## config.mk

```make
export PLATFORM = sky130hd
export DESIGN_NAME = epoch_seconds_to_utc_date_core
export DESIGN_NICKNAME = d
export VERILOG_FILES = /design/src/rtl/core/eputc_pkg.sv /design/src/rtl/core/eputc_dp.sv /design/src/rtl/core/eputc_ctrl.sv /design/src/rtl/core/epoch_seconds_to_utc_date_core.sv
export SDC_FILE = /design/constraint.sdc
export NUM_CORES = 1
export LEC_CHECK = 0
export ABC_AREA = 1
export BUFFER_PORTS_ARGS = -buffer_cell sky130_fd_sc_hd__buf_2
export CAP_MARGIN = 0
export CORE_ASPECT_RATIO = 0.6
export CORE_MARGIN = 2
export CORE_UTILIZATION = 50
export DETAILED_ROUTE_END_ITERATION = 16
export GPL_ROUTABILITY_DRIVEN = 0
export HOLD_SLACK_MARGIN = 0.15
export PLACE_DENSITY = 0.66
export RECOVER_POWER = 100
export SLEW_MARGIN = 0
export SYNTH_ARGS = -nofsm -noshare
export SYNTH_HDL_FRONTEND = slang
export SYNTH_SLANG_ARGS = --single-unit
export TNS_END_PERCENT = 5
```

## constraint.sdc

```tcl
create_clock -name clk_i -period 11.8 [get_ports clk_i]
set_clock_uncertainty 0.1 [all_clocks]
set_input_delay 1.18 -clock clk_i [delete_from_list [all_inputs] [get_ports clk_i]]
set_output_delay 1.18 -clock clk_i [all_outputs]
set_load 0.03 [all_outputs]
```

## src/rtl/core/eputc_pkg.sv

```systemverilog
// ----------------------------------------------------------------------------
// eputc_pkg
// Shared types, constants and calendar helpers for the seconds-to-date core.
// ----------------------------------------------------------------------------
package eputc_pkg;

  localparam int unsigned SECS_PER_DAY  = 86400;
  localparam int unsigned SECS_PER_HOUR = 3600;
  localparam int unsigned SECS_PER_MIN  = 60;
  localparam int unsigned DAYS_PER_YEAR = 365;
  localparam int unsigned BASE_YEAR     = 1970;

  // power-of-two factors split off the divisors before the odd division
  localparam int unsigned DAY_DIV_SH  = 7;
  localparam int unsigned HOUR_DIV_SH = 4;
  localparam int unsigned MIN_DIV_SH  = 2;

  localparam logic [9:0] DAY_DIVISOR  = 10'(SECS_PER_DAY >> DAY_DIV_SH);
  localparam logic [9:0] YEAR_DIVISOR = 10'(DAYS_PER_YEAR);
  localparam logic [9:0] HOUR_DIVISOR = 10'(SECS_PER_HOUR >> HOUR_DIV_SH);
  localparam logic [9:0] MIN_DIVISOR  = 10'(SECS_PER_MIN >> MIN_DIV_SH);

  // reciprocal scaling, chosen so the estimate is short by at most one
  localparam int unsigned DAY_RECIP_SH  = 34;
  localparam int unsigned YEAR_RECIP_SH = 24;
  localparam int unsigned HOUR_RECIP_SH = 20;
  localparam int unsigned MIN_RECIP_SH  = 16;

  localparam logic [24:0] DAY_RECIP  = 25'((64'd1 << DAY_RECIP_SH) / 64'(DAY_DIVISOR));
  localparam logic [24:0] YEAR_RECIP = 25'((64'd1 << YEAR_RECIP_SH) / 64'(YEAR_DIVISOR));
  localparam logic [24:0] HOUR_RECIP = 25'((64'd1 << HOUR_RECIP_SH) / 64'(HOUR_DIVISOR));
  localparam logic [24:0] MIN_RECIP  = 25'((64'd1 << MIN_RECIP_SH) / 64'(MIN_DIVISOR));

  // years since base from which 2100 falls inside the counted span
  localparam logic [7:0]  YEAR_OFS_2100 = 8'd131;
  localparam logic [11:0] YEAR_2100     = 12'd2100;
  localparam logic [3:0]  MONTH_DEC     = 4'd11;
  localparam logic [3:0]  MONTH_FEB     = 4'd1;

  typedef enum logic [3:0] {
    OP_NONE,
    OP_LOAD,
    OP_MUL,
    OP_BACK,
    OP_CORR,
    OP_SPLIT,
    OP_YEAR,
    OP_FIX,
    OP_MONTH,
    OP_HOUR,
    OP_PUBLISH
  } dp_op_e;

  typedef enum logic [1:0] {
    DIV_DAY,
    DIV_YEAR,
    DIV_HOUR,
    DIV_MIN
  } dp_div_e;

  typedef struct packed {
    dp_op_e  op;
    dp_div_e div;
  } dp_cmd_t;

  typedef struct packed {
    logic month_done;
  } dp_status_t;

  // only 2000 and 2100 are century years in range 1969..2106
  function automatic logic is_leap(input logic [11:0] year);
    is_leap = (year[1:0] == 2'b00) && (year != YEAR_2100);
  endfunction

  function automatic logic [4:0] month_days(input logic [3:0] month, input logic leap);
    case (month)
      4'd0, 4'd2, 4'd4, 4'd6, 4'd7, 4'd9, 4'd11: month_days = 5'd31;
      4'd3, 4'd5, 4'd8, 4'd10:                   month_days = 5'd30;
      MONTH_FEB:                                 month_days = leap ? 5'd29 : 5'd28;
      default:                                   month_days = 5'd31;
    endcase
  endfunction

endpackage

```

## src/rtl/core/eputc_dp.sv

```systemverilog
// ----------------------------------------------------------------------------
// eputc_dp
// Datapath: divisions by constants through one shared reciprocal multiplier,
// year and month stepping, output registers.
// ----------------------------------------------------------------------------
module eputc_dp (
  input  logic                  clk_i,
  input  eputc_pkg::dp_cmd_t    cmd_i,
  output eputc_pkg::dp_status_t status_o,
  input  logic [31:0]           epoch_seconds_i,
  output logic [11:0]           cal_year_o,
  output logic [3:0]            cal_month_o,
  output logic [4:0]            cal_day_o,
  output logic [4:0]            cal_hour_o,
  output logic [5:0]            cal_minute_o,
  output logic [5:0]            cal_second_o
);

  logic [24:0] num_q, num_d;
  logic [15:0] quo_q, quo_d;
  logic [10:0] rem_q, rem_d;
  logic [16:0] secs_q, secs_d;
  logic [11:0] year_q, year_d;
  logic [9:0]  day_q, day_d;
  logic [3:0]  month_q, month_d;
  logic [4:0]  hour_q, hour_d;

  logic [11:0] out_year_q, out_year_d;
  logic [3:0]  out_month_q, out_month_d;
  logic [4:0]  out_day_q, out_day_d;
  logic [4:0]  out_hour_q, out_hour_d;
  logic [5:0]  out_minute_q, out_minute_d;
  logic [5:0]  out_second_q, out_second_d;

  logic [24:0] recip;
  logic [9:0]  divisor;
  logic [24:0] mul_a;
  logic [24:0] mul_b;
  logic [49:0] prod;
  logic [15:0] quo_est;
  logic [24:0] back_diff;
  logic [8:0]  n_plus1;
  logic [6:0]  leap_cnt;
  logic [11:0] year_prev;
  logic [9:0]  month_next;
  logic        month_done;

  always_comb begin
    case (cmd_i.div)
      eputc_pkg::DIV_DAY: begin
        recip   = eputc_pkg::DAY_RECIP;
        divisor = eputc_pkg::DAY_DIVISOR;
      end
      eputc_pkg::DIV_YEAR: begin
        recip   = eputc_pkg::YEAR_RECIP;
        divisor = eputc_pkg::YEAR_DIVISOR;
      end
      eputc_pkg::DIV_HOUR: begin
        recip   = eputc_pkg::HOUR_RECIP;
        divisor = eputc_pkg::HOUR_DIVISOR;
      end
      eputc_pkg::DIV_MIN: begin
        recip   = eputc_pkg::MIN_RECIP;
        divisor = eputc_pkg::MIN_DIVISOR;
      end
      default: begin
        recip   = eputc_pkg::DAY_RECIP;
        divisor = eputc_pkg::DAY_DIVISOR;
      end
    endcase
  end

  // one multiplier: reciprocal estimate first, then quotient times divisor
  assign mul_a     = (cmd_i.op == eputc_pkg::OP_BACK) ? {9'b0, quo_q} : num_q;
  assign mul_b     = (cmd_i.op == eputc_pkg::OP_BACK) ? {15'b0, divisor} : recip;
  assign prod      = {25'b0, mul_a} * {25'b0, mul_b};
  assign back_diff = num_q - prod[24:0];

  always_comb begin
    case (cmd_i.div)
      eputc_pkg::DIV_DAY:  quo_est = prod[eputc_pkg::DAY_RECIP_SH +: 16];
      eputc_pkg::DIV_YEAR: quo_est = prod[eputc_pkg::YEAR_RECIP_SH +: 16];
      eputc_pkg::DIV_HOUR: quo_est = prod[eputc_pkg::HOUR_RECIP_SH +: 16];
      eputc_pkg::DIV_MIN:  quo_est = prod[eputc_pkg::MIN_RECIP_SH +: 16];
      default:             quo_est = prod[eputc_pkg::DAY_RECIP_SH +: 16];
    endcase
  end

  assign n_plus1    = {1'b0, quo_q[7:0]} + 9'd1;
  assign leap_cnt   = n_plus1[8:2] - {6'b0, (quo_q[7:0] >= eputc_pkg::YEAR_OFS_2100)};
  assign year_prev  = year_q - 12'd1;
  assign month_next = day_q - {5'b0, eputc_pkg::month_days(month_q,
                                                             eputc_pkg::is_leap(year_q))};
  assign month_done = month_next[9] || (month_q == eputc_pkg::MONTH_DEC);

  assign status_o.month_done = month_done;

  always_comb begin
    num_d        = num_q;
    quo_d        = quo_q;
    rem_d        = rem_q;
    secs_d       = secs_q;
    year_d       = year_q;
    day_d        = day_q;
    month_d      = month_q;
    hour_d       = hour_q;
    out_year_d   = out_year_q;
    out_month_d  = out_month_q;
    out_day_d    = out_day_q;
    out_hour_d   = out_hour_q;
    out_minute_d = out_minute_q;
    out_second_d = out_second_q;
    case (cmd_i.op)
      eputc_pkg::OP_LOAD: begin
        num_d  = epoch_seconds_i[31:7];
        secs_d = {10'b0, epoch_seconds_i[6:0]};
      end
      eputc_pkg::OP_MUL: begin
        quo_d = quo_est;
      end
      eputc_pkg::OP_BACK: begin
        rem_d = back_diff[10:0];
      end
      eputc_pkg::OP_CORR: begin
        if (rem_q >= {1'b0, divisor}) begin
          rem_d = rem_q - {1'b0, divisor};
          quo_d = quo_q + 16'd1;
        end
      end
      eputc_pkg::OP_SPLIT: begin
        secs_d = {rem_q[9:0], secs_q[6:0]};
        num_d  = {9'b0, quo_q};
      end
      eputc_pkg::OP_YEAR: begin
        year_d = 12'(eputc_pkg::BASE_YEAR) + {4'b0, quo_q[7:0]};
        day_d  = {1'b0, rem_q[8:0]} - {3'b0, leap_cnt};
        num_d  = {12'b0, secs_q[16:4]};
      end
      eputc_pkg::OP_FIX: begin
        month_d = '0;
        if (day_q[9]) begin
          year_d = year_prev;
          day_d  = day_q + 10'(eputc_pkg::DAYS_PER_YEAR)
                 + {9'b0, eputc_pkg::is_leap(year_prev)};
        end
      end
      eputc_pkg::OP_MONTH: begin
        if (!month_done) begin
          day_d   = month_next;
          month_d = month_q + 4'd1;
        end
      end
      eputc_pkg::OP_HOUR: begin
        hour_d = quo_q[4:0];
        num_d  = {15'b0, rem_q[7:0], secs_q[3:2]};
      end
      eputc_pkg::OP_PUBLISH: begin
        out_year_d   = year_q;
        out_month_d  = month_q + 4'd1;
        out_day_d    = day_q[4:0] + 5'd1;
        out_hour_d   = hour_q;
        out_minute_d = quo_q[5:0];
        out_second_d = {rem_q[3:0], secs_q[1:0]};
      end
      default: begin
      end
    endcase
  end

  always_ff @(posedge clk_i) begin
    num_q        <= num_d;
    quo_q        <= quo_d;
    rem_q        <= rem_d;
    secs_q       <= secs_d;
    year_q       <= year_d;
    day_q        <= day_d;
    month_q      <= month_d;
    hour_q       <= hour_d;
    out_year_q   <= out_year_d;
    out_month_q  <= out_month_d;
    out_day_q    <= out_day_d;
    out_hour_q   <= out_hour_d;
    out_minute_q <= out_minute_d;
    out_second_q <= out_second_d;
  end

  assign cal_year_o   = out_year_q;
  assign cal_month_o  = out_month_q;
  assign cal_day_o    = out_day_q;
  assign cal_hour_o   = out_hour_q;
  assign cal_minute_o = out_minute_q;
  assign cal_second_o = out_second_q;

endmodule

```

## src/rtl/core/eputc_ctrl.sv

```systemverilog
// ----------------------------------------------------------------------------
// eputc_ctrl
// Controller: sequences the divisions, year correction and month walk, and
// runs the input and output handshakes.
// ----------------------------------------------------------------------------
module eputc_ctrl (
  input  logic                  clk_i,
  input  logic                  rst_ni,
  input  logic                  in_valid_i,
  output logic                  in_stall_o,
  output logic                  out_valid_o,
  input  logic                  out_stall_i,
  output eputc_pkg::dp_cmd_t    cmd_o,
  input  eputc_pkg::dp_status_t status_i
);

  typedef enum logic [9:0] {
    ST_IDLE    = 10'b00_0000_0001,
    ST_MUL     = 10'b00_0000_0010,
    ST_BACK    = 10'b00_0000_0100,
    ST_CORR    = 10'b00_0000_1000,
    ST_SPLIT   = 10'b00_0001_0000,
    ST_YEAR    = 10'b00_0010_0000,
    ST_FIX     = 10'b00_0100_0000,
    ST_MONTH   = 10'b00_1000_0000,
    ST_HOUR    = 10'b01_0000_0000,
    ST_PUBLISH = 10'b10_0000_0000
  } state_e;

  state_e              state_q, state_d;
  eputc_pkg::dp_div_e  div_q, div_d;
  logic                out_valid_q, out_valid_d;
  logic                out_free;
  logic                publish;

  assign out_free = !out_valid_q || !out_stall_i;
  assign publish  = (state_q == ST_PUBLISH) && out_free;

  always_comb begin
    state_d   = state_q;
    div_d     = div_q;
    cmd_o.op  = eputc_pkg::OP_NONE;
    cmd_o.div = div_q;
    case (state_q)
      ST_IDLE: begin
        if (in_valid_i) begin
          cmd_o.op = eputc_pkg::OP_LOAD;
          div_d    = eputc_pkg::DIV_DAY;
          state_d  = ST_MUL;
        end
      end
      ST_MUL: begin
        cmd_o.op = eputc_pkg::OP_MUL;
        state_d  = ST_BACK;
      end
      ST_BACK: begin
        cmd_o.op = eputc_pkg::OP_BACK;
        state_d  = ST_CORR;
      end
      ST_CORR: begin
        cmd_o.op = eputc_pkg::OP_CORR;
        case (div_q)
          eputc_pkg::DIV_DAY:  state_d = ST_SPLIT;
          eputc_pkg::DIV_YEAR: state_d = ST_YEAR;
          eputc_pkg::DIV_HOUR: state_d = ST_HOUR;
          eputc_pkg::DIV_MIN:  state_d = ST_PUBLISH;
          default:             state_d = ST_IDLE;
        endcase
      end
      ST_SPLIT: begin
        cmd_o.op = eputc_pkg::OP_SPLIT;
        div_d    = eputc_pkg::DIV_YEAR;
        state_d  = ST_MUL;
      end
      ST_YEAR: begin
        cmd_o.op = eputc_pkg::OP_YEAR;
        state_d  = ST_FIX;
      end
      ST_FIX: begin
        cmd_o.op = eputc_pkg::OP_FIX;
        state_d  = ST_MONTH;
      end
      ST_MONTH: begin
        cmd_o.op = eputc_pkg::OP_MONTH;
        if (status_i.month_done) begin
          div_d   = eputc_pkg::DIV_HOUR;
          state_d = ST_MUL;
        end
      end
      ST_HOUR: begin
        cmd_o.op = eputc_pkg::OP_HOUR;
        div_d    = eputc_pkg::DIV_MIN;
        state_d  = ST_MUL;
      end
      ST_PUBLISH: begin
        if (out_free) begin
          cmd_o.op = eputc_pkg::OP_PUBLISH;
          state_d  = ST_IDLE;
        end
      end
      default: begin
        state_d = ST_IDLE;
      end
    endcase
  end

  always_comb begin
    out_valid_d = out_valid_q;
    if (publish) begin
      out_valid_d = 1'b1;
    end else if (out_valid_q && !out_stall_i) begin
      out_valid_d = 1'b0;
    end
  end

  always_ff @(posedge clk_i or negedge rst_ni) begin
    if (!rst_ni) begin
      state_q     <= ST_IDLE;
      div_q       <= eputc_pkg::DIV_DAY;
      out_valid_q <= 1'b0;
    end else begin
      state_q     <= state_d;
      div_q       <= div_d;
      out_valid_q <= out_valid_d;
    end
  end

  assign in_stall_o  = (state_q != ST_IDLE);
  assign out_valid_o = out_valid_q;

endmodule

```

## src/rtl/core/epoch_seconds_to_utc_date_core.sv

```systemverilog
// ----------------------------------------------------------------------------
// epoch_seconds_to_utc_date_core
// Unix seconds to Gregorian UTC date and time of day.
// ----------------------------------------------------------------------------
// One item is converted at a time. The conversion runs four divisions by
// constants (days, years, hours, minutes), each a reciprocal multiply, a
// multiply back and one correction step on a single shared 25 by 25 bit
// multiplier, with year correction and a month walk that steps one month
// at a time between the year and hour divisions, then the hand-over. A new
// item is accepted once the result has moved into the output register,
// even while that result is still stalled. No state is kept between items.
module epoch_seconds_to_utc_date_core (
  input  logic        clk_i,
  input  logic        rst_ni,
  input  logic        in_valid_i,
  output logic        in_stall_o,
  input  logic [31:0] epoch_seconds_i,
  output logic        out_valid_o,
  input  logic        out_stall_i,
  output logic [11:0] cal_year_o,
  output logic [3:0]  cal_month_o,
  output logic [4:0]  cal_day_o,
  output logic [4:0]  cal_hour_o,
  output logic [5:0]  cal_minute_o,
  output logic [5:0]  cal_second_o
);

  eputc_pkg::dp_cmd_t    cmd;
  eputc_pkg::dp_status_t status;

  eputc_ctrl u_ctrl (
    .clk_i       (clk_i),
    .rst_ni      (rst_ni),
    .in_valid_i  (in_valid_i),
    .in_stall_o  (in_stall_o),
    .out_valid_o (out_valid_o),
    .out_stall_i (out_stall_i),
    .cmd_o       (cmd),
    .status_i    (status)
  );

  eputc_dp u_dp (
    .clk_i           (clk_i),
    .cmd_i           (cmd),
    .status_o        (status),
    .epoch_seconds_i (epoch_seconds_i),
    .cal_year_o      (cal_year_o),
    .cal_month_o     (cal_month_o),
    .cal_day_o       (cal_day_o),
    .cal_hour_o      (cal_hour_o),
    .cal_minute_o    (cal_minute_o),
    .cal_second_o    (cal_second_o)
  );

endmodule

```

==> results_dict.tcl <==
set metrics [dict create \
    ys_warn_count 0 \
    grt_pass1_vias 21755 \
    worstMarginPinSlew_ns 2.77 \
    yosysUniqueCellTypes 62 \
    wl_mm 87.7 \
    synth_edf_count 138 \
    synth_top_area_share_pct 26.5 \
    worstSetupStartpointType "flip-flop" \
    postCtsSetupRepairBufs 0 \
    drt_iter0_drc 2989 \
    die_x_microns 302 \
    ys.flop_type "edfxtp_1" \
    hold_path_class "flip-flop to flip-flop" \
    area_delta_synth_final_pct 6.33 \
    crit_slowest_cell "inv_1" \
    via_per_inst 5.44 \
    ant_nets 0 \
    violations "max-capacitance violations, max-slew violations" \
    io_pins 76 \
    fmax_ghz 0.0991 \
    yosysMostFrequentCell "inv_1" \
    rsz0062_at_grt "false" \
    hold_buffers 0 \
    drv_cap 5 \
    synth_top_area_cell "fa_1" \
    synthCells 3338 \
    setup_violations 0 \
    path_class "flip-flop to flip-flop" \
    synthArstFlopShare_pct 8.61 \
    port_buffers 75 \
    arrival_ns 10.24 \
    yosysSeqAreaShare_pct 16.8 \
    cts-buffers-inserted 17 \
    clk-insertion-delay-late_ns 0.45 \
    cts_tree "yes" \
    cp-end-kind "flip-flop" \
    maxSlewHeadroom_pct -86.0 \
    core_sq_um 52500 \
    synth.ff_latch_count 151 \
    grt_start_max_net_pins 39 \
    clockRootBuffer "clkbuf_16" \
    synthTopCellsByCount "inv_1 (821), nand2_1 (624), nor2_1 (375), fa_1 (352), ha_1 (302)" \
    required_ns 11.95 \
    cts_resized 0 \
    drive_gt1_share_pct 5.22 \
    cp_common_cell "inv_1" \
    holdWs_ns 0.324 \
    htreeDepth 4 \
    setup-tns-final_ns 0 \
    maxSlewViolCount 130 \
    clock_path_buffers 2 \
    cts_sinks 151 \
    grt_pass1_wl_mm 134 \
    finalCritPeriodShare_pct 85.5 \
    die-area_sq_um 55100 \
    syn-cell-area_sq_um 26600 \
    grt_remaining_overflow 0 \
    die_h_microns 183 \
    dp_hpwl_mm 75.0 \
    drt_pre_antenna_iters 6 \
    wl_per_cell_microns 21.2 \
    initial_core_util_pct 50.6 \
    cpPeakStageDelay_ns 1.07 \
    grt_usage_pct 32.9 \
    avgSynthCellArea_sq_um 7.97 \
    ys_top_cells_by_area "fa_1 (26%), edfxtp_1 (16%), ha_1 (14%)" \
    status "finished with violations" \
    post-route-min-period_ns 10.09 \
    n_antenna_cell 0 \
    clk_pin_slew_worst_paths_ns 0.07 \
    antenna_found_initial 1 \
    crit_path_max_fanout 21 \
    drt_drc_violations_left 0 \
    core.rowCount 65 \
    hold_viol 0 \
    vias 22491 \
    nets 4109 \
]
==> flip-flops by register name, indices dropped and copies added, names as in the netlist, 6 cells and up <==
register           count
u_dp.cal_year_o       12
u_dp.rem_q            11
u_dp.secs_q           17
u_dp.year_q           12
u_ctrl.state_q        10
u_dp.cal_minute_o      6
u_dp.day_q            10
u_dp.num_q            25
u_dp.quo_q            16
u_dp.cal_second_o      6
==> logic make-up after synthesis <==
logic type,synth area share [%]
other,0.0282
AO/OA/AOI/OAI,6.40
XOR/XNOR,3.13
flip-flops,16.8
adder cells (fa/ha/maj),40.7
AND/OR/NAND/NOR,19.8
buffers and inverters,13.2
==> critical path, delay by kind of cell (launching register included) <==
family,cells,cell delay (ns)
AO/OA/AOI/OAI,3,0.93
XOR/XNOR,1,0.30
adder cells (fa/ha/maj),9,3.90
buffers and inverters,8,2.73
flip-flops,1,0.65
AND/OR/NAND/NOR,10,1.27
==> cells in the final DEF (no fill, tap or decap), types with 77 or more instances in the layout <==
| cell type | synthesis | final |
|---|---|---|
| inv_1 | 821 | 826 |
| nand2_1 | 624 | 624 |
| nor2_1 | 375 | 379 |
| fa_1 | 352 | 352 |
| ha_1 | 302 | 302 |
| edfxtp_1 | 138 | 138 |
| nand3_1 | 125 | 125 |
| a21oi_1 | 103 | 102 |
| xor2_1 | 80 | 80 |
| o21ai_0 | 75 | 77 |
==> metal layers <==
metal	share of wire (%)	global-route usage [%]	up-vias
met1	46	50.9	10533
met2	34	37.8	1512
met5	0.18	2.03	-
met4	1.2	4.38	6
met3	19	20.2	88
li1	-	-	10352
==> path summary, 6_finish.rpt <==
| kind | from | slack [ns] | cells past startpoint | to |
|---|---|---|---|---|
| min reg2reg | u_dp.hour_q[3]$_DFFE_PN_ | 0.32 | 0 | u_dp.cal_hour_o[3]$_DFFE_PN_ |
| max reg2reg | u_ctrl.div_q[0]$_DFFE_PN0P_ | 1.71 | 31 | u_dp.quo_q[1]$_DFFE_PP_ |
| min in group asynchronous | rst_ni | 0.67 | 1 | u_ctrl.state_q[3]$_DFFE_PN0P_ |
| min | u_dp.hour_q[3]$_DFFE_PN_ | 0.32 | 0 | u_dp.cal_hour_o[3]$_DFFE_PN_ |
| max in group asynchronous | rst_ni | 10.46 | 1 | u_ctrl.out_valid_o$_DFFE_PN0P_ |
| max | u_ctrl.div_q[0]$_DFFE_PN0P_ | 1.71 | 31 | u_dp.quo_q[1]$_DFFE_PP_ |
==> metrics by stage <==
step / worst slack, ns / std cells / area, sq um / util [%]
after floorplan: 4.46 / 3345 / 26600 / -
after global placement: 2.25 / 4102 / 27900 / 53.0
after detailed placement: 2.18 / 4102 / 27900 / 53.0
after CTS: 2.15 / 4134 / 28400 / 54.1
after global routing: 1.44 / 4135 / 28300 / 53.8
final: 1.71 / 4135 / 28300 / 53.8
==> area by class of cell <==
class                      instances  area, sq um
sequential                       151         4470
tap                              703          880
fill                            5109        24300
clock inverter                    13          146
timing repair buffer             107          508
clock buffer                      19          433
inverter                         860         3230
multi-input combinational       2282        18600
Power is left out: the tool's default activity adds up to more than one toggle a clock period on the data nets, which glitch-free logic cannot reach.
